==> config.mk <==
export PLATFORM = sky130hd
export DESIGN_NAME = hue_window_chroma_key
export DESIGN_NICKNAME = d
export VERILOG_FILES = /design/src/hwck_pkg.sv /design/src/hwck_hue_front.sv /design/src/hwck_div_stage.sv /design/src/hwck_key_back.sv /design/src/hue_window_chroma_key.sv
export SDC_FILE = /design/constraint.sdc
export NUM_CORES = 1
export LEC_CHECK = 0
export BUFFER_PORTS_ARGS = -buffer_cell sky130_fd_sc_hd__clkbuf_2
export CORE_MARGIN = 8
export CORE_UTILIZATION = 50
export CTS_CLUSTER_SIZE = 40
export DETAILED_ROUTE_END_ITERATION = 12
export PLACE_DENSITY = 0.67
export SLEW_MARGIN = 40
export SYNTH_ARGS = -nofsm -noshare
export SYNTH_HDL_FRONTEND = slang
export SYNTH_SLANG_ARGS = --single-unit
==> constraint.sdc <==
create_clock -name i_clk -period 19.95 [get_ports i_clk]
set_input_delay 0 -clock i_clk [delete_from_list [all_inputs] [get_ports i_clk]]
set_output_delay 0 -clock i_clk [all_outputs]
set_load 0.02 [all_outputs]
==> src/hwck_pkg.sv <==
// ----------------------------------------------------------------------------
// hwck_pkg
// Shared types and constants of the hue window chroma key pipeline.
// ----------------------------------------------------------------------------
package hwck_pkg;

    localparam int CH_W     = 8;    // pixel channel width
    localparam int T_W      = 11;   // offset hue numerator, 0..6*255
    localparam int NUM_W    = 17;   // 60*t + d, 0..92055
    localparam int DEN_W    = 9;    // 2*d, 0..510
    localparam int DIV_STAGES         = 4;
    localparam int DIV_BITS_PER_STAGE = 2;
    localparam int QUO_W    = DIV_STAGES * DIV_BITS_PER_STAGE;

    localparam logic [7:0] HUE_RANGE   = 8'd180;
    localparam logic [7:0] HUE_SHIFT   = 8'd30;
    localparam logic [6:0] TOL_MAX     = 7'd89;
    localparam logic [7:0] KEY_HUE_RST = 8'd60;
    localparam logic [6:0] HUE_TOL_RST = 7'd10;
    localparam logic [7:0] LOW_RST     = 8'd50;
    localparam logic [7:0] HIGH_RST    = 8'd70;

    localparam int CFG_IDX_W  = 1;
    localparam int CFG_DATA_W = 8;
    localparam logic [CFG_IDX_W-1:0] CFG_KEY_HUE = 1'b0;
    localparam logic [CFG_IDX_W-1:0] CFG_HUE_TOL = 1'b1;

    typedef enum logic [1:0] {
        MAX_RED   = 2'd0,
        MAX_GREEN = 2'd1,
        MAX_BLUE  = 2'd2
    } t_max_sel;

    typedef struct packed {
        logic [CH_W-1:0] blue;
        logic [CH_W-1:0] green;
        logic [CH_W-1:0] red;
    } t_pixel;

    typedef struct packed {
        logic [DEN_W-1:0] rem;     // partial remainder
        logic [QUO_W-1:0] num_lo;  // numerator bits still to shift in
        logic [DEN_W-1:0] den;     // divisor 2*d
        logic [QUO_W-1:0] quo;     // quotient bits so far
        logic             grey;    // d == 0, hue forced to 0
        t_pixel           fg;
        t_pixel           bg;
    } t_div_data;

endpackage

==> src/hwck_hue_front.sv <==
// ----------------------------------------------------------------------------
// hwck_hue_front
// Two pipeline stages: channel max/min and range, then the hue numerator and
// the divider setup.
// ----------------------------------------------------------------------------
module hwck_hue_front
    import hwck_pkg::*;
(
    input  logic      i_clk,
    input  logic      i_rst_n,
    input  logic      i_valid,
    output logic      o_ready,
    input  t_pixel    i_fg,
    input  t_pixel    i_bg,
    output logic      o_valid,
    output t_div_data o_data,
    input  logic      i_ready
);

    logic            r_a_valid;
    logic [CH_W-1:0] r_a_d;
    t_max_sel        r_a_sel;
    t_pixel          r_a_fg;
    t_pixel          r_a_bg;

    logic            r_b_valid;
    t_div_data       r_b_data;

    logic            w_ready_a;
    logic            w_ready_b;
    logic [CH_W-1:0] w_max;
    logic [CH_W-1:0] w_min;
    t_max_sel        w_sel;
    logic [T_W-1:0]  w_t;
    logic [T_W-1:0]  w_d;
    logic [NUM_W-1:0] w_num;
    t_div_data       n_b_data;

    assign w_ready_b = !r_b_valid || i_ready;
    assign w_ready_a = !r_a_valid || w_ready_b;
    assign o_ready   = w_ready_a;

    // Stage A: max with red winning ties, then green.
    always_comb begin
        w_max = i_fg.red;
        w_sel = MAX_RED;
        if (i_fg.green > w_max) begin
            w_max = i_fg.green;
            w_sel = MAX_GREEN;
        end
        if (i_fg.blue > w_max) begin
            w_max = i_fg.blue;
            w_sel = MAX_BLUE;
        end
        w_min = i_fg.red;
        if (i_fg.green < w_min) begin
            w_min = i_fg.green;
        end
        if (i_fg.blue < w_min) begin
            w_min = i_fg.blue;
        end
    end

    always_ff @(posedge i_clk) begin
        if (!i_rst_n) begin
            r_a_valid <= 1'b0;
        end else if (w_ready_a) begin
            r_a_valid <= i_valid;
        end
    end

    always_ff @(posedge i_clk) begin
        if (w_ready_a && i_valid) begin
            r_a_d   <= w_max - w_min;
            r_a_sel <= w_sel;
            r_a_fg  <= i_fg;
            r_a_bg  <= i_bg;
        end
    end

    // Stage B: t = n + d, always 0..6d, then numerator 60*t + d.
    assign w_d = {{(T_W-CH_W){1'b0}}, r_a_d};

    always_comb begin
        case (r_a_sel)
            MAX_RED: begin
                w_t = {{(T_W-CH_W){1'b0}}, r_a_fg.green} + w_d
                    - {{(T_W-CH_W){1'b0}}, r_a_fg.blue};
            end
            MAX_GREEN: begin
                w_t = {{(T_W-CH_W){1'b0}}, r_a_fg.blue} + {w_d[T_W-2:0], 1'b0} + w_d
                    - {{(T_W-CH_W){1'b0}}, r_a_fg.red};
            end
            default: begin
                w_t = {{(T_W-CH_W){1'b0}}, r_a_fg.red} + {w_d[T_W-3:0], 2'b00} + w_d
                    - {{(T_W-CH_W){1'b0}}, r_a_fg.green};
            end
        endcase
        w_num = {w_t, 6'b0} - {4'b0, w_t, 2'b00} + {{(NUM_W-CH_W){1'b0}}, r_a_d};

        n_b_data        = r_b_data;
        n_b_data.rem    = w_num[NUM_W-1:QUO_W];
        n_b_data.num_lo = w_num[QUO_W-1:0];
        n_b_data.den    = {r_a_d, 1'b0};
        n_b_data.quo    = '0;
        n_b_data.grey   = (r_a_d == '0);
        n_b_data.fg     = r_a_fg;
        n_b_data.bg     = r_a_bg;
    end

    always_ff @(posedge i_clk) begin
        if (!i_rst_n) begin
            r_b_valid <= 1'b0;
        end else if (w_ready_b) begin
            r_b_valid <= r_a_valid;
        end
    end

    always_ff @(posedge i_clk) begin
        if (w_ready_b && r_a_valid) begin
            r_b_data <= n_b_data;
        end
    end

    assign o_valid = r_b_valid;
    assign o_data  = r_b_data;

endmodule

==> src/hwck_div_stage.sv <==
// ----------------------------------------------------------------------------
// hwck_div_stage
// One stage of the restoring divider: a few quotient bits per stage.
// ----------------------------------------------------------------------------
module hwck_div_stage
    import hwck_pkg::*;
(
    input  logic      i_clk,
    input  logic      i_rst_n,
    input  logic      i_valid,
    output logic      o_ready,
    input  t_div_data i_data,
    output logic      o_valid,
    output t_div_data o_data,
    input  logic      i_ready
);

    logic             r_valid;
    t_div_data        r_data;
    t_div_data        n_data;
    logic [DEN_W:0]   w_shift;
    logic [DEN_W:0]   w_diff;
    logic [DEN_W-1:0] w_rem;
    logic [QUO_W-1:0] w_lo;
    logic [QUO_W-1:0] w_quo;
    logic             w_ready;

    assign w_ready = !r_valid || i_ready;
    assign o_ready = w_ready;

    // For each quotient bit of the stage, shift in the next numerator bit and subtract the divisor when it fits.
    always_comb begin
        w_rem   = i_data.rem;
        w_lo    = i_data.num_lo;
        w_quo   = i_data.quo;
        w_shift = '0;
        w_diff  = '0;
        for (int k = 0; k < DIV_BITS_PER_STAGE; k++) begin
            w_shift = {w_rem, w_lo[QUO_W-1]};
            w_lo    = {w_lo[QUO_W-2:0], 1'b0};
            w_diff  = w_shift - {1'b0, i_data.den};
            if (w_shift >= {1'b0, i_data.den}) begin
                w_rem = w_diff[DEN_W-1:0];
                w_quo = {w_quo[QUO_W-2:0], 1'b1};
            end else begin
                w_rem = w_shift[DEN_W-1:0];
                w_quo = {w_quo[QUO_W-2:0], 1'b0};
            end
        end
        n_data        = i_data;
        n_data.rem    = w_rem;
        n_data.num_lo = w_lo;
        n_data.quo    = w_quo;
    end

    always_ff @(posedge i_clk) begin
        if (!i_rst_n) begin
            r_valid <= 1'b0;
        end else if (w_ready) begin
            r_valid <= i_valid;
        end
    end

    always_ff @(posedge i_clk) begin
        if (w_ready && i_valid) begin
            r_data <= n_data;
        end
    end

    assign o_valid = r_valid;
    assign o_data  = r_data;

endmodule

==> src/hwck_key_back.sv <==
// ----------------------------------------------------------------------------
// hwck_key_back
// Final stage: hue from quotient, window test, pixel select, output register.
// ----------------------------------------------------------------------------
module hwck_key_back
    import hwck_pkg::*;
(
    input  logic      i_clk,
    input  logic      i_rst_n,
    input  logic      i_valid,
    output logic      o_ready,
    input  t_div_data i_data,
    input  logic [7:0] i_low,
    input  logic [7:0] i_high,
    output logic      o_valid,
    output t_pixel    o_pixel,
    output logic      o_keyed,
    input  logic      i_stall
);

    logic       r_valid;
    t_pixel     r_pixel;
    logic       r_keyed;
    logic [7:0] w_hue;
    logic       w_hit;
    logic       w_ready;

    assign w_ready = !r_valid || !i_stall;
    assign o_ready = w_ready;

    always_comb begin
        if (i_data.grey) begin
            w_hue = '0;
        end else if (i_data.quo < HUE_SHIFT) begin
            w_hue = i_data.quo + (HUE_RANGE - HUE_SHIFT);
        end else begin
            w_hue = i_data.quo - HUE_SHIFT;
        end
        // Wrapped window matches either tail.
        if (i_low > i_high) begin
            w_hit = (w_hue >= i_low) || (w_hue <= i_high);
        end else begin
            w_hit = (w_hue >= i_low) && (w_hue <= i_high);
        end
    end

    always_ff @(posedge i_clk) begin
        if (!i_rst_n) begin
            r_valid <= 1'b0;
        end else if (w_ready) begin
            r_valid <= i_valid;
        end
    end

    always_ff @(posedge i_clk) begin
        if (w_ready && i_valid) begin
            r_pixel <= w_hit ? i_data.bg : i_data.fg;
            r_keyed <= w_hit;
        end
    end

    assign o_valid = r_valid;
    assign o_pixel = r_pixel;
    assign o_keyed = r_keyed;

endmodule

==> src/hue_window_chroma_key.sv <==
// ----------------------------------------------------------------------------
// hue_window_chroma_key
// Replaces foreground pixels whose hue falls in a window around the key hue
// with the background pixel at the same position.
//
//   channel   handshake              payload
//   -------   ---------------------  -------------------------------------
//   pixel in  i_valid / o_stall      i_fg_blue/green/red, i_bg_blue/green/red
//   pixel out o_valid / i_stall      o_out_blue/green/red, o_keyed
//   config    i_cfg_we               i_cfg_index, i_cfg_data
//
// One pixel pair enters per clock while o_stall is low. The stages are max/min,
// hue numerator, four divider stages of two quotient bits each, and the window
// compare with the output register. The divider sets the depth.
// Reset (synchronous, active low) empties the pipeline and loads key hue 60,
// tolerance 10. A stall holds each full stage that has no empty stage after
// it, so o_stall rises only when all seven stages hold a pixel.
// ----------------------------------------------------------------------------
module hue_window_chroma_key
    import hwck_pkg::*;
(
    input  logic                  i_clk,
    input  logic                  i_rst_n,
    input  logic                  i_valid,
    output logic                  o_stall,
    input  logic [CH_W-1:0]       i_fg_blue,
    input  logic [CH_W-1:0]       i_fg_green,
    input  logic [CH_W-1:0]       i_fg_red,
    input  logic [CH_W-1:0]       i_bg_blue,
    input  logic [CH_W-1:0]       i_bg_green,
    input  logic [CH_W-1:0]       i_bg_red,
    output logic                  o_valid,
    input  logic                  i_stall,
    output logic [CH_W-1:0]       o_out_blue,
    output logic [CH_W-1:0]       o_out_green,
    output logic [CH_W-1:0]       o_out_red,
    output logic                  o_keyed,
    input  logic                  i_cfg_we,
    input  logic [CFG_IDX_W-1:0]  i_cfg_index,
    input  logic [CFG_DATA_W-1:0] i_cfg_data
);

    // Configuration registers and the window bounds derived from them.
    logic [7:0] r_key_hue;
    logic [6:0] r_hue_tol;
    logic [7:0] r_low;
    logic [7:0] r_high;
    logic [7:0] n_low;
    logic [7:0] n_high;
    logic [7:0] w_key;
    logic [6:0] w_tol;
    logic [8:0] w_sum;
    logic [8:0] w_wrap_low;

    t_pixel    w_fg;
    t_pixel    w_bg;
    t_pixel    w_out_pixel;
    logic      w_front_ready;
    logic      w_back_ready;

    // Index 0 is the front end output, index DIV_STAGES feeds the back end.
    t_div_data              w_div_data  [DIV_STAGES+1];
    logic [DIV_STAGES:0]    w_div_valid;
    logic [DIV_STAGES:0]    w_div_ready;

    always_ff @(posedge i_clk) begin
        if (!i_rst_n) begin
            r_key_hue <= KEY_HUE_RST;
            r_hue_tol <= HUE_TOL_RST;
        end else if (i_cfg_we) begin
            unique case (i_cfg_index)
                CFG_KEY_HUE: r_key_hue <= i_cfg_data;
                CFG_HUE_TOL: r_hue_tol <= i_cfg_data[6:0];
                default:     r_key_hue <= r_key_hue;
            endcase
        end
    end

    // Fold the key into 0..179, clamp tolerance, then form the bounds mod 180.
    always_comb begin
        w_key      = (r_key_hue >= HUE_RANGE) ? r_key_hue - HUE_RANGE : r_key_hue;
        w_tol      = (r_hue_tol > TOL_MAX) ? TOL_MAX : r_hue_tol;
        w_sum      = {1'b0, w_key} + {2'b0, w_tol};
        w_wrap_low = {1'b0, w_key} + {1'b0, HUE_RANGE} - {2'b0, w_tol};
        if (w_key >= {1'b0, w_tol}) begin
            n_low = w_key - {1'b0, w_tol};
        end else begin
            n_low = w_wrap_low[7:0];
        end
        if (w_sum >= {1'b0, HUE_RANGE}) begin
            n_high = w_sum[7:0] - HUE_RANGE;
        end else begin
            n_high = w_sum[7:0];
        end
    end

    // The user changes config only while idle (not enforced); lag is harmless.
    always_ff @(posedge i_clk) begin
        if (!i_rst_n) begin
            r_low  <= LOW_RST;
            r_high <= HIGH_RST;
        end else begin
            r_low  <= n_low;
            r_high <= n_high;
        end
    end

    assign w_fg    = '{blue: i_fg_blue, green: i_fg_green, red: i_fg_red};
    assign w_bg    = '{blue: i_bg_blue, green: i_bg_green, red: i_bg_red};
    assign o_stall = !w_front_ready;

    hwck_hue_front u_front (
        .i_clk   (i_clk),
        .i_rst_n (i_rst_n),
        .i_valid (i_valid),
        .o_ready (w_front_ready),
        .i_fg    (w_fg),
        .i_bg    (w_bg),
        .o_valid (w_div_valid[0]),
        .o_data  (w_div_data[0]),
        .i_ready (w_div_ready[0])
    );

    for (genvar s = 0; s < DIV_STAGES; s++) begin : g_div
        hwck_div_stage u_div (
            .i_clk   (i_clk),
            .i_rst_n (i_rst_n),
            .i_valid (w_div_valid[s]),
            .o_ready (w_div_ready[s]),
            .i_data  (w_div_data[s]),
            .o_valid (w_div_valid[s+1]),
            .o_data  (w_div_data[s+1]),
            .i_ready (w_div_ready[s+1])
        );
    end

    assign w_div_ready[DIV_STAGES] = w_back_ready;

    hwck_key_back u_back (
        .i_clk   (i_clk),
        .i_rst_n (i_rst_n),
        .i_valid (w_div_valid[DIV_STAGES]),
        .o_ready (w_back_ready),
        .i_data  (w_div_data[DIV_STAGES]),
        .i_low   (r_low),
        .i_high  (r_high),
        .o_valid (o_valid),
        .o_pixel (w_out_pixel),
        .o_keyed (o_keyed),
        .i_stall (i_stall)
    );

    assign o_out_blue  = w_out_pixel.blue;
    assign o_out_green = w_out_pixel.green;
    assign o_out_red   = w_out_pixel.red;

`ifndef ASSERT_OFF
    a_low_range: assert property (@(posedge i_clk) disable iff (!i_rst_n)
        r_low < HUE_RANGE)
        else $error("window low bound out of hue range");

    a_high_range: assert property (@(posedge i_clk) disable iff (!i_rst_n)
        r_high < HUE_RANGE)
        else $error("window high bound out of hue range");

    a_stall_full: assert property (@(posedge i_clk) disable iff (!i_rst_n)
        o_stall |-> (o_valid && i_stall && (&w_div_valid[DIV_STAGES:1])))
        else $error("input stalled while pipeline has a free stage");

    a_quo_range: assert property (@(posedge i_clk) disable iff (!i_rst_n)
        (w_div_valid[DIV_STAGES] && !w_div_data[DIV_STAGES].grey)
            |-> (w_div_data[DIV_STAGES].quo <= HUE_RANGE))
        else $error("hue quotient above 180");
`endif

endmodule

==> flow_summary.json <==
{
  "fmax_ghz": 0.168,
  "ys_seq_area_share_pct": 56.7,
  "synth_edf_count": 428,
  "worstSetupStartpointType": "flop",
  "nets": 2368,
  "pre_cts_slack_ps": 14070,
  "area_growth_pct": 15.5,
  "worst_ep_required_time_ps": 20270,
  "place_hpwl_mm": 33.8,
  "final_hold_viol_count": 0,
  "crit_path_max_fanout": 8,
  "n_antenna_cell": 0,
  "routed_wl_mm": 47.1,
  "gr-total-overflow": 0,
  "syn_area_um2": 24000,
  "drt-initial-drc-count": 909,
  "setup_viol": 0,
  "min_path_type": "in -> reg",
  "start_util_pct": 50.4,
  "power_density_nw_per_um2": 179,
  "synth_flop_cell": "edfxtp_1",
  "syn_nets": 2164,
  "antenna_found_initial": 1,
  "fin_crit_sh_pct": 29.8,
  "multi_input_area_um2": 9610,
  "relSlewSlack_pct": 49.0,
  "slowest_delay_ps": 520,
  "gp_congestion": 0.888,
  "clk_latency_ps": 580,
  "clk_path_buf_depth": 3,
  "wl_per_cell_um": 17.4,
  "critical_path_class": "reg -> reg",
  "layout-drive-gt1-share_pct": 11.2,
  "slew_violations": 0,
  "max-vdd-ir-drop_mv": 0.203,
  "syn_area_per_cell_um2": 13.0,
  "clkSinkCount": 465,
  "grt_pass1_wl_mm": 77.4,
  "setup_slack_ps": 14000,
  "cts_root_buf": "clkbuf_16",
  "grt_max_degree": 73,
  "path_clk_slew_ps": 60,
  "synth_cells": 1845,
  "ioPinCount": 89,
  "ys_seq_elements": 465,
  "die-area_um2": 55200,
  "tritoncts": "done",
  "post_cts_buffers": 0,
  "final_common_cell": "edfxtp_1",
  "groute.usage.overall_pct": 17.1,
  "fillers": 3711,
  "ant_nets": 0,
  "status": "finished clean",
  "die_x_um": 235,
  "synthArstFlopShare_pct": 0,
  "synth_cell_type_count": 77,
  "period_needed_ps": 5950,
  "first_pass_iters": 5,
  "die-height_um": 235,
  "grt_pass1_vias": 15172,
  "worst_slew_pin_slew_ps": 765,
  "htreeDepth": 2,
  "skew_ps": 21.3,
  "most-common-layout-cells": "428 x edfxtp_1, 217 x ha_1, 182 x inv_1",
  "rsz0062_at_grt": "no",
  "crit_slowest_cell": "edfxtp_1",
  "core_area_um2": 47500,
  "cap_violations": 0,
  "remaining_drc_errors": 0,
  "worstPathCellList": "inv_1 > fa_1 > nor2b_1 > o21ai_1 > a21boi_1 > a21oi_1 > fa_1 > ha_1 > or3_1 > o21ai_0 > o21bai_1 > xnor2_1 > a21oi_1 > mux2i_1 > inv_1 > ha_1 > ha_1 > nand2_1 > o311a_1 > a21oi_1 > a31oi_1 > o21ai_0 > xnor3_1",
  "leakage_uw": 0.0111,
  "cts_buffers": 48,
  "tns_ps": 0,
  "fp-row-count": 80,
  "via_per_inst": 5.31,
  "critPathCaptureType": "flop",
  "ff_latch_area_um2": 13600,
  "yosys_warnings": 0,
  "cp.arrival_ps": 6270,
  "vias": 14364,
  "hold_ws_ps": 134,
  "port_buffers": 88
}
==> logic make-up (layout without fill, tap and decap cells) <==
group / count (synthesis) / after routing / synth area share [%]
buf+inv: 215 / 458 / 3.41
compound gates: 339 / 339 / 9.16
mux: 100 / 100 / 4.53
flops: 465 / 465 / 56.7
fa+ha+maj: 258 / 258 / 14.7
xor+xnor: 110 / 110 / 4.08
simple gates: 358 / 358 / 7.36
==> report_power, final <==
| part | internal [uW] | leakage (uW) | total [uW] | switching [uW] |
|---|---|---|---|---|
| logic | 1250 | 0.00606 | 2700 | 1450 |
| clock network | 556 | 0.000800 | 924 | 368 |
| registers | 1270 | 0.00426 | 1320 | 57.2 |
==> Yosys cell counts, types with 5 or more instances <==
library cell,n,share of area (%)
or3_1,5,0.13
a21oi_1,118,2.5
nand4_1,16,0.42
dfxtp_1,37,3.1
inv_2,9,0.14
clkbuf_1,15,0.24
a211oi_1,9,0.28
buf_2,8,0.17
o21bai_1,17,0.53
nand2b_1,29,0.76
o31ai_1,7,0.22
nor3_1,22,0.46
ha_1,217,11
inv_1,183,2.9
and3_1,7,0.18
o21ai_0,43,0.90
o211ai_1,9,0.28
mux2_1,44,2.1
edfxtp_1,428,54
a21o_1,43,1.3
xor2_1,27,0.99
mux2i_1,33,1.4
or2_2,6,0.16
nor2_1,101,1.6
xnor2_1,82,3.0
fa_1,40,3.3
o21ai_1,19,0.40
mux2_2,23,1.1
nor4_1,6,0.16
nand3_1,31,0.65
and2_1,5,0.13
nand2_1,76,1.2
a31oi_1,5,0.13
nor2b_1,39,1.0
o21a_1,13,0.41
==> path summary, 6_finish.rpt <==
kind | slack, ps | cells after the start | end | from
min reg2reg | 410 | 0 | g_div[3].u_div.o_data[34] | g_div[2].u_div.o_data[34]
max reg2reg | 14000 | 23 | u_front.o_data[82] | u_front.r_a_d[1]
max | 14000 | 23 | u_front.o_data[82] | u_front.r_a_d[1]
min | 130 | 2 | u_front.n_b_data[10] | i_bg_green[2]
==> worst max-delay path: cells and delay by family (launching register included) <==
family	cells	cell delay, ps
adders and majority gates	5	1950
AOI/OAI and AO/OA	10	1720
and+or+nand+nor	3	570
DFF	1	520
xor gates and xnor gates	2	380
buffers and inverters	2	330
muxes	1	220
==> sequential cells by signal, indices dropped and copies added (netlist names) <==
| register | flops |
|---|---|
| g_div.u_div.o_data | 273 |
| u_front.o_data | 72 |
| u_front.n_b_data | 48 |
| u_back.o_pixel | 24 |
| r_key_hue | 8 |
| r_low | 8 |
| u_front.r_a_d | 8 |
| r_high | 7 |
| r_hue_tol | 7 |
| g_div.u_div.o_valid | 4 |
| u_front.r_a_sel | 2 |
| u_back.o_keyed | 1 |
| u_back.o_valid | 1 |
| u_front.o_valid | 1 |
| u_front.r_a_valid | 1 |
==> cell type report <==
| class | count | area share (%) |
|---|---|---|
| Timing Repair Buffer | 177 | 4.80 |
| Tap cell | 615 | 2.78 |
| Multi-Input combinational cell | 1165 | 34.7 |
| Clock inverter | 33 | 1.44 |
| Inverter | 192 | 2.60 |
| Sequential cell | 465 | 49.1 |
| Clock buffer | 56 | 4.53 |
==> routing by layer <==
metal  track usage (%)  part of all wire [%]  up-vias
met2              30.2                    49      259
met1              21.0                    44     6864
met5                 0                     0        -
li1                  -                     -     7133
met3              3.00                   3.6      108
met4              6.05                   3.3        0
==> through the flow <==
stage / cell area, um^2 / utilization, % / instances / power [uW]
floorplan: 24000 / - / 1845 / 3480
global placement: 25200 / 53.0 / 2534 / 3940
detailed placement: 25200 / 53.0 / 2534 / 4010
CTS: 27700 / 58.2 / 2702 / 4970
global route: 27700 / 58.2 / 2703 / 5370
finish: 27700 / 58.2 / 2703 / 4950
==> timing repair <==
action	in CTS	in global routing
hold buffers	79	0
hold endpoints to repair	73	0
endpoints found under the setup margin	0	0
gates resized for setup	0	0
Power figures use the tool's default switching activity.
